==> config.mk <==
export PLATFORM = sky130hd
export DESIGN_NAME = rle_span_clip_blitter
export DESIGN_NICKNAME = d
export VERILOG_FILES = /design/src/rtl/core/rscb_pkg.sv /design/src/rtl/core/rscb_cfg.sv /design/src/rtl/core/rscb_clip.sv /design/src/rtl/core/rle_span_clip_blitter.sv
export SDC_FILE = /design/constraint.sdc
export NUM_CORES = 1
export LEC_CHECK = 0
export ABC_AREA = 1
export BUFFER_PORTS_ARGS = -buffer_cell sky130_fd_sc_hd__buf_4
export CAP_MARGIN = 20
export CORE_ASPECT_RATIO = 2
export CORE_MARGIN = 4
export CORE_UTILIZATION = 46
export CTS_CLUSTER_SIZE = 40
export DETAILED_ROUTE_END_ITERATION = 6
export PLACE_DENSITY = 0.66
export SLEW_MARGIN = 20
export SYNTH_ARGS = -nofsm -noshare
export SYNTH_HDL_FRONTEND = slang
export SYNTH_SLANG_ARGS = --single-unit
==> constraint.sdc <==
create_clock -name i_clk -period 14.6 [get_ports i_clk]
set_clock_uncertainty 0.05 [all_clocks]
set_input_delay 2.19 -clock i_clk [delete_from_list [all_inputs] [get_ports i_clk]]
set_output_delay 2.19 -clock i_clk [all_outputs]
set_load 0.05 [all_outputs]
==> src/rtl/core/rscb_pkg.sv <==
// ----------------------------------------------------------------------------
// rscb_pkg
// Shared types and constants for the run-length sprite span clip blitter.
// ----------------------------------------------------------------------------
package rscb_pkg;

    // Configuration register indexes.
    typedef logic [2:0] t_cfg_idx;

    localparam t_cfg_idx CFG_SRC_LEFT      = 3'd0;
    localparam t_cfg_idx CFG_VISIBLE_WIDTH = 3'd1;
    localparam t_cfg_idx CFG_SRC_TOP       = 3'd2;
    localparam t_cfg_idx CFG_VISIBLE_ROWS  = 3'd3;
    localparam t_cfg_idx CFG_DEST_BASE     = 3'd4;
    localparam t_cfg_idx CFG_DEST_PITCH    = 3'd5;

    // Packed widths of the stream data buses.
    localparam int S_TDATA_W = 64;
    localparam int M_TDATA_W = 80;

    // Clip window and destination geometry.
    typedef struct packed {
        logic [11:0] src_left;
        logic [12:0] visible_width;
        logic [11:0] src_top;
        logic [12:0] visible_rows;
        logic [15:0] dest_pitch;
    } t_cfg;

    // A write to the destination base starts a new sprite.
    typedef struct packed {
        logic        load;
        logic [31:0] base;
    } t_sprite_start;

    // One incoming span.
    typedef struct packed {
        logic [15:0] span_x;
        logic [15:0] span_len;
        logic [31:0] color;
        logic        line_end;
    } t_span;

    // One outgoing fill command.
    typedef struct packed {
        logic [31:0] write_addr;
        logic [12:0] pixel_count;
        logic [31:0] fill_color;
        logic        draw_done;
    } t_fill;

endpackage

==> src/rtl/core/rscb_cfg.sv <==
// ----------------------------------------------------------------------------
// rscb_cfg
// Configuration register file; flags a new sprite on a base address write.
// ----------------------------------------------------------------------------
module rscb_cfg (
    input  logic                   i_clk,
    input  logic                   i_rst_n,
    input  logic                   i_cfg_valid,
    input  rscb_pkg::t_cfg_idx     i_cfg_index,
    input  logic [31:0]            i_cfg_data,
    output rscb_pkg::t_cfg         o_cfg,
    output rscb_pkg::t_sprite_start o_start
);
    import rscb_pkg::*;

    t_cfg r_cfg;

    // Register writes; unknown indexes are ignored.
    always_ff @(posedge i_clk) begin
        if (!i_rst_n) begin
            r_cfg.src_left      <= '0;
            r_cfg.visible_width <= 13'd4096;
            r_cfg.src_top       <= '0;
            r_cfg.visible_rows  <= '0;
            r_cfg.dest_pitch    <= '0;
        end else if (i_cfg_valid) begin
            case (i_cfg_index)
                CFG_SRC_LEFT:      r_cfg.src_left      <= i_cfg_data[11:0];
                CFG_VISIBLE_WIDTH: r_cfg.visible_width <= i_cfg_data[12:0];
                CFG_SRC_TOP:       r_cfg.src_top       <= i_cfg_data[11:0];
                CFG_VISIBLE_ROWS:  r_cfg.visible_rows  <= i_cfg_data[12:0];
                CFG_DEST_PITCH:    r_cfg.dest_pitch    <= i_cfg_data[15:0];
                default: ;
            endcase
        end
    end

    assign o_cfg = r_cfg;

    // The base address goes straight into the row address register.
    assign o_start.load = i_cfg_valid && (i_cfg_index == CFG_DEST_BASE);
    assign o_start.base = i_cfg_data;

endmodule

==> src/rtl/core/rscb_clip.sv <==
// ----------------------------------------------------------------------------
// rscb_clip
// Line tracking state and single-pass span clipping and address generation.
// ----------------------------------------------------------------------------
module rscb_clip #(
    parameter int MAX_COORD_BITS = 12
) (
    input  logic                    i_clk,
    input  logic                    i_rst_n,
    input  rscb_pkg::t_cfg          i_cfg,
    input  rscb_pkg::t_sprite_start i_start,
    input  logic                    i_fire,
    input  rscb_pkg::t_span         i_span,
    output logic                    o_emit,
    output rscb_pkg::t_fill         o_fill
);
    import rscb_pkg::*;

    localparam logic [17:0] COORD_LIM = 18'(2 ** MAX_COORD_BITS);

    logic [15:0]        r_line;
    logic [31:0]        r_row;
    logic               r_skip;
    logic [15:0]        n_line;
    logic [31:0]        n_row;
    logic               n_skip;

    logic [12:0]        w;
    logic signed [18:0] w_s;
    logic signed [18:0] dx;
    logic signed [18:0] end_x;
    logic signed [18:0] start_x;
    logic signed [18:0] end_c;
    logic signed [18:0] cnt;
    logic               beyond;
    logic [15:0]        row_off;
    logic               visible;
    logic               last_row;

    // Visible width limited to the coordinate range.
    assign w   = ({5'b0, i_cfg.visible_width} > COORD_LIM) ? COORD_LIM[12:0]
                                                           : i_cfg.visible_width;
    assign w_s = $signed({6'b0, w});

    // Row window test on the current source line.
    assign row_off  = r_line - {4'b0, i_cfg.src_top};
    assign visible  = (r_line >= {4'b0, i_cfg.src_top}) &&
                      (row_off < {3'b0, i_cfg.visible_rows});
    assign last_row = ({1'b0, row_off} + 17'd1) == {4'b0, i_cfg.visible_rows};

    // Horizontal clip: both ends are worked out side by side.
    assign dx      = $signed({3'b0, i_span.span_x}) - $signed({7'b0, i_cfg.src_left});
    assign end_x   = dx + $signed({3'b0, i_span.span_len});
    assign start_x = dx[18] ? '0 : dx;
    assign end_c   = (end_x > w_s) ? w_s : end_x;
    assign cnt     = end_c - start_x;
    assign beyond  = dx > w_s;

    assign o_emit = visible && !r_skip && !beyond && !cnt[18] && (cnt != '0);

    assign o_fill.write_addr  = r_row + {17'b0, start_x[12:0], 2'b00};
    assign o_fill.pixel_count = cnt[12:0];
    assign o_fill.fill_color  = i_span.color;
    assign o_fill.draw_done   = i_span.line_end && visible && last_row;

    // Next state for an item leaving the input register.
    always_comb begin
        n_line = r_line;
        n_row  = r_row;
        n_skip = r_skip;
        if (visible && !r_skip && beyond) begin
            n_skip = 1'b1;
        end
        if (i_span.line_end) begin
            if (visible) begin
                n_row = r_row + {16'b0, i_cfg.dest_pitch};
            end
            if (r_line != 16'hFFFF) begin
                n_line = r_line + 16'd1;
            end
            n_skip = 1'b0;
        end
    end

    // Line state; a base address write starts a new sprite.
    always_ff @(posedge i_clk) begin
        if (!i_rst_n) begin
            r_line <= '0;
            r_row  <= '0;
            r_skip <= 1'b0;
        end else if (i_start.load) begin
            r_line <= '0;
            r_row  <= i_start.base;
            r_skip <= 1'b0;
        end else if (i_fire) begin
            r_line <= n_line;
            r_row  <= n_row;
            r_skip <= n_skip;
        end
    end

endmodule

==> src/rtl/core/rle_span_clip_blitter.sv <==
// ----------------------------------------------------------------------------
// rle_span_clip_blitter
// Turns run-length coded sprite spans into clipped fill commands.
// ----------------------------------------------------------------------------
// One span is taken every clock cycle unless input is stalled. A span passes
// an input register and the clip logic into the result register as a fill
// command, if it gives one. Spans on hidden lines, spans clipped away and spans
// after one that starts right of the window give no command. Input is
// stalled only while both the input register and a waiting result are full.
// Configuration writes are always accepted; write them only while idle.
// ----------------------------------------------------------------------------
module rle_span_clip_blitter #(
    parameter int MAX_COORD_BITS = 12
) (
    input  logic                                 i_clk,
    input  logic                                 i_rst_n,
    // Span stream.
    input  logic                                 s_axis_tvalid,
    output logic                                 s_axis_tready,
    // tdata: span_x[15:0], span_len[31:16], color[63:32]
    input  logic [rscb_pkg::S_TDATA_W-1:0]       s_axis_tdata,
    // tlast: line_end
    input  logic                                 s_axis_tlast,
    // Fill command stream.
    output logic                                 m_axis_tvalid,
    input  logic                                 m_axis_tready,
    // tdata: write_addr[31:0], pixel_count[44:32], fill_color[76:45], zeros
    output logic [rscb_pkg::M_TDATA_W-1:0]       m_axis_tdata,
    // tlast: draw_done
    output logic                                 m_axis_tlast,
    // Configuration writes.
    input  logic                                 i_cfg_valid,
    output logic                                 o_cfg_ready,
    input  rscb_pkg::t_cfg_idx                   i_cfg_index,
    input  logic [31:0]                          i_cfg_data
);
    import rscb_pkg::*;

    t_cfg          cfg;
    t_sprite_start start;
    t_span         in_span;
    t_fill         fill;
    logic          emit;
    logic          advance;

    logic          r_in_valid;
    t_span         r_in;
    logic          r_out_valid;
    t_fill         r_out;

    assign o_cfg_ready = 1'b1;

    rscb_cfg u_cfg (
        .i_clk       (i_clk),
        .i_rst_n     (i_rst_n),
        .i_cfg_valid (i_cfg_valid),
        .i_cfg_index (i_cfg_index),
        .i_cfg_data  (i_cfg_data),
        .o_cfg       (cfg),
        .o_start     (start)
    );

    // Unpack the incoming item.
    assign in_span.span_x   = s_axis_tdata[15:0];
    assign in_span.span_len = s_axis_tdata[31:16];
    assign in_span.color    = s_axis_tdata[63:32];
    assign in_span.line_end = s_axis_tlast;

    // The held item moves on when the result register is free or draining.
    assign advance       = r_in_valid && (!r_out_valid || m_axis_tready);
    assign s_axis_tready = !r_in_valid || advance;

    rscb_clip #(
        .MAX_COORD_BITS (MAX_COORD_BITS)
    ) u_clip (
        .i_clk   (i_clk),
        .i_rst_n (i_rst_n),
        .i_cfg   (cfg),
        .i_start (start),
        .i_fire  (advance),
        .i_span  (r_in),
        .o_emit  (emit),
        .o_fill  (fill)
    );

    // Input and result valid flags.
    always_ff @(posedge i_clk) begin
        if (!i_rst_n) begin
            r_in_valid  <= 1'b0;
            r_out_valid <= 1'b0;
        end else begin
            if (s_axis_tvalid && s_axis_tready) begin
                r_in_valid <= 1'b1;
            end else if (advance) begin
                r_in_valid <= 1'b0;
            end
            if (advance && emit) begin
                r_out_valid <= 1'b1;
            end else if (m_axis_tready) begin
                r_out_valid <= 1'b0;
            end
        end
    end

    // Payload registers.
    always_ff @(posedge i_clk) begin
        if (s_axis_tvalid && s_axis_tready) begin
            r_in <= in_span;
        end
        if (advance && emit) begin
            r_out <= fill;
        end
    end

    assign m_axis_tvalid = r_out_valid;
    assign m_axis_tdata  = {3'b0, r_out.fill_color, r_out.pixel_count, r_out.write_addr};
    assign m_axis_tlast  = r_out.draw_done;

endmodule

# --- Word level (Yosys, flattened, before mapping) ---
# Cells that the tools add are included.
# Widths: inputs -> output; s select.
word_totals:
  register_bits: 260
  inputBits: 105
  out_inout_bits: 84
  word_cells: 88
op_classes:
  addsub: 8
  magnitude_cmp: 5
  eq_ne: 7
  mux: 13
  n_bitwise: 1
  reduce_logical: 36
op_table:
  columns: ["op", "n"]
  rows:
  - ["$mux 32", 4]
  - ["$gt 19x14->1", 2]
  - ["$add 32x15->32", 1]
  - ["$add 32x16->32", 1]
  - ["$add 19x17->19", 1]
  - ["$mux 19", 1]
  - ["$reduce_bool 19->1", 1]
  - ["$sub 19x19->19", 1]
  - ["$mux 18", 1]
  - ["$add 16x1->17 const B", 1]
  - ["$eq 17x13->1", 1]
  - ["$sub 16x12->17", 1]
  - ["$add 16x1->16 const B", 1]
  - ["$ge 16x12->1", 1]
  - ["$lt 16x13->1", 1]
  - ["$ne 16x16->1 const B", 1]
  - ["$sub 16x12->16", 1]
  - ["$gt 13x13->1 const B", 1]
  - ["$mux 13", 1]
  - ["$logic_and 1x1->1", 12]
  - ["$reduce_and 2->1", 6]
  - ["$reduce_bool 2->1", 6]
  - ["$eq 3x2->1 const B", 2]
  - ["$eq 3x3->1 const B", 2]
  - ["other kinds (8)", 19]

# --- Logic depth before layout (Yosys ltp) ---
logic_depth:
  ltp_word: 10
  mapped_depth: 48
  mapped_depth_nobuf: 47

# --- Cells and area by module ---
# A second synthesis with hierarchy kept.
unflattened:
  hier_cells: 2185
  area_unflattened_um2: 16900.0
by_module_without_submodules:
  columns: ["module", "instances", "cells_per_inst", "area_per_inst_um2", "seq_area_each_um2"]
  rows:
  - ["rscb_clip", 1, 1595, 9497.9, 980.9]
  - ["rle_span_clip_blitter", 1, 166, 4439.3, 4334.2]
  - ["rscb_cfg", 1, 424, 2962.8, 1321.3]

# --- Worst setup path before layout ---
# No wires, ideal clock.
synth_path:
  path_kind: "reg2reg"
  startpoint: "reg r_in[51] (netlist name)"
  endpoint: "reg r_out, in the netlist m_axis_tdata[0], enable pin"
  setup_time_ns: 0.432
  arrival_ns: 7.422
  t_required_ns: 14.118
  path_slack_ns: 6.696
  path_stages_with_launch: 41
  n_path_buf: 1
  period_less_slack_ns: 7.904
  path_cell_list: "edfxtp_1 > ha_1 > a21o_1 > a31oi_1 > o211ai_1 > nand2_1 > nand2_1 > a21oi_1 > xnor2_1 > ha_1 > a21oi_1 > nand2_1 > a31o_2 > xor2_1 > ha_1 > nand2_1 > nor2_1 > nor2_1 > [... 5 more ...] > buf_2 > nand2_1 > o21ai_0 > ha_1 > inv_1 > fa_1 > nand3_1 > nand2_1 > nand3_1 > nand3_1 > nand2_1 > o21a_1 > nand2_1 > o21ai_1 > nand2_1 > nor2_1 > nand2_1 > inv_1"
synth_via:
  elab_chain_cells: 9
  elab_cells_between_ends: 14
  classes_between: "3 x add/sub; 2 x order compare; 2 x mux; 7 x reduce/logical"
synth_rtl:
  columns: ["element", "line", "text"]
  rows:
  - ["start: declaration", "rle_span_clip_blitter.sv:47", "t_span r_in;"]
  - ["start signal: assignment", "rle_span_clip_blitter.sv:108", "r_in <= in_span;"]
  - ["$sub 16x12->17 (*)", "rscb_clip.sv:52", "assign dx = $signed({3'b0, i_span.span_x}) - $signed({7'b0, i_cfg.src_left});"]
  - ["parallel branches: the longest is 6 deep, another holds $add 19x17->19", null, null]
  - ["$logic_and 1x1->1 (*)", "rscb_clip.sv:59", "assign o_emit = visible && !r_skip && !beyond && !cnt[18] && (cnt != '0);"]
  - ["$logic_and 1x1->1 (*)", "rle_span_clip_blitter.sv:110", "if (advance && emit) begin"]
  - ["end signal: assignment", "rle_span_clip_blitter.sv:111", "r_out <= fill;"]
  - ["end: declaration", "rle_span_clip_blitter.sv:49", "t_fill r_out;"]
# Every way passes the cells marked *.
# A chain may end at the register's enable or synchronous reset.

# --- Worst setup path after layout ---
layout_path:
  startpoint: "reg r_in[49] (netlist name)"
  endpoint: "reg r_out, in the netlist m_axis_tdata[65], enable pin"
# Same word-level chain as after synthesis.

==> qor.txt <==
Outcome: completed
Initial core utilization: 0.465
CP max FO: 46
Pwr dens: 108 nW/um2
Final net count: 2481
Rel. slew slack: 0.372
Routed wire length: 50000 um
Worst-Margin Slew: 0.933 ns
Max Cap Viol: 0
Cts hold-fix bufs: 0
Die width: 141 um
Placed cell count: 2660
Post-synth top flop: edfxtp_1
Layout cells sized above 1: 0.128
Layout Cells excl Fill: 2705
Die area: 38600 um2
Largest net degree at the start of global routing: 86
Ranking of synthesized cells by area: edfxtp_1, dfxtp_1, nand2_1
1st-pass router iterations: 7
Mapped Area: 16200 um2
Fmax: 118 MHz
Gp weighted congestion: 0.997
Vias: 14502
Max VDD drop: 104 uV
Final Critical Period: 8.51 ns
Setup_tns: 0 ns
DR WL met3: 2130 um
Initial antenna violation count: 0
CP Capture Type: flip-flop
Wire length per cell: 18.5 um
IO Port Bufs: 184
Clock Pin Slew Worst Setup and Hold Paths: 0.07 ns
TritonCTS clock tree: done
Tcrit/Tclk final: 0.583
Critical Path RT: 14.72 ns
Async set-reset flop share out of synthesis: 0
Commonest non-fill, non-tap cells in the layout: nand2_1, inv_1, nor2_1
CTS resizes: 0
Post-route DRC: 0
Cells after Synth: 2063
CP most frequent cell: nand2_1
Gr usage total: 0.254
Post-route setup slack: 6.09 ns
Overflow after GRT: 0
ANT nets after route: 0
Yosys warning total: 0
Number of synthesized register bits: 260
CTS H-tree lvls: 1
Sequential area share after synthesis: 0.409
DR top layer: met4
CP startpoint kind: flip-flop
Synth-to-Final Area Change: 16.1%
Yosys cell types: 52
Layout Utilization: 0.540
Worst Path Arrival: 8.62 ns
Number of CTS-inserted buffers: 25
Synth top area share: 0.264
Skew-Pair Late Insertion Delay: 0.55 ns
Number of DRC markers in iteration 0: 533
Post-CTS Setup Inserts: 0
WHS: 0.367 ns
Max-slew violation count: 0
FP Rows: 97
Core footprint: 35000 um2
Root buf cell: clkbuf_16
Antenna fix cells: 0
Leakage: 8.51 nW
# IOs: 189
Synth area leader: edfxtp_1
Clock net sink count: 260
WL met1: 15800 um
Post-Syn Area per Cell: 7.87 um2
Final hold vios: 0
HP Class: reg2reg
DP HPWL: 40600 um
First-pass GRT wire length: 76300 um
RSZ-0062 raised after global routing: no
Dpl ws: 6.20 ns
Crit-path max cell delay: 0.61 ns
Die span in y: 274 um
Clock Path Buffers: 3
Commonest non-fill, non-tap cell in the layout: nand2_1
EDFF count, synth: 143
Vias in the first global route: 14672
Crit Path Category: reg2reg
Vias per cell: 5.36
Setup violators final: 0
Met2 wire length: 27600 um
Critical-path top delay cell: buf_4
worst max-delay path, delay by kind of cell, from the launching register on:
| kind | cells | cell delay, ns |
|---|---|---|
| AND/OR/NAND/NOR | 19 | 2.06 |
| XOR/XNOR | 2 | 0.58 |
| flip-flops | 1 | 0.34 |
| buffers and inverters | 7 | 1.46 |
| adder cells (fa/ha/maj) | 7 | 2.23 |
| AO/OA/AOI/OAI | 7 | 1.39 |
state kept, by name, indices dropped and copies added, names as in the netlist:
name / cells
u_clip.r_row: 32
u_cfg.o_cfg: 66
m_axis_tlast: 1
r_in_valid: 1
u_clip.r_skip: 1
m_axis_tdata: 77
r_in: 65
m_axis_tvalid: 1
u_clip.r_line: 16
Yosys cell counts, drive strengths merged (2+ instances only):
cell type  number
o31ai           2
nor2          204
xnor2          23
clkbuf         27
a21oi         175
a31oi           6
a21boi          4
buf            14
nand2         450
nand3         106
dfxtp         117
nor3b           2
a211oi          3
and2            4
conb            2
o21ai         168
nand4          32
a21o           10
o21bai          5
nor3           32
fa              6
inv           295
clkinv          3
ha            128
o21a            3
xor2           64
a31o            2
o211ai          5
or2             7
edfxtp        143
nand3b          9
nor4            8
o22ai           2
through the flow:
| step | area, um2 | power (mW) |
|---|---|---|
| 2_1_floorplan | 16300 | 1.19 |
| 3_3_place_gp | 18000 | 1.35 |
| 3_5_place_dp | 18000 | 1.36 |
| 5_1_grt | 18900 | 2.14 |
| 4_1_cts | 18900 | 2.05 |
| 6_report | 18900 | 2.03 |
per-layer routing:
metal / vias to the layer above / GRT usage
met1: 6678 / 0.223
met3: 176 / 0.0315
met4: 0 / 0.194
met2: 465 / 0.503
li1: 7183 / -
met5: - / 0
report_power, final:
part           leakage [nW]  switching (mW)  total (mW)  internal (mW)
registers              2.27          0.0117       0.811          0.799
logic                  5.85           0.354       0.532          0.179
clock network         0.396           0.298       0.688          0.390
cell families (layout without fill, tap and decap cells):
logic type / Yosys count / in the layout / synth area share
AND/OR/NAND/NOR: 854 / 854 / 0.227
AO/OA/AOI/OAI: 387 / 387 / 0.127
buffers and inverters: 339 / 534 / 0.0835
flip-flops: 260 / 260 / 0.409
adder cells (fa/ha/maj): 134 / 134 / 0.106
XOR/XNOR: 87 / 87 / 0.0469
other: 2 / 4 / 0.000462
area by class of cell:
type / instances / area (um2)
repair buffers: 191 / 1430
well taps: 445 / 557
clock inverters: 16 / 208
flip-flops and latches: 260 / 6640
inverters: 298 / 1120
fillers: 3408 / 16100
clock buffers: 29 / 641
multi-input cells: 1466 / 8270
worst paths after layout:
path,startpoint,to,slack [ns],depth (start not counted)
min,r_in[18],m_axis_tdata[62],0.37,0
max,r_in[49],m_axis_tdata[65],6.09,42
max reg2reg,r_in[49],m_axis_tdata[65],6.09,42
min reg2reg,r_in[18],m_axis_tdata[62],0.37,0
Note: power is estimated with default switching activity, not from simulation.
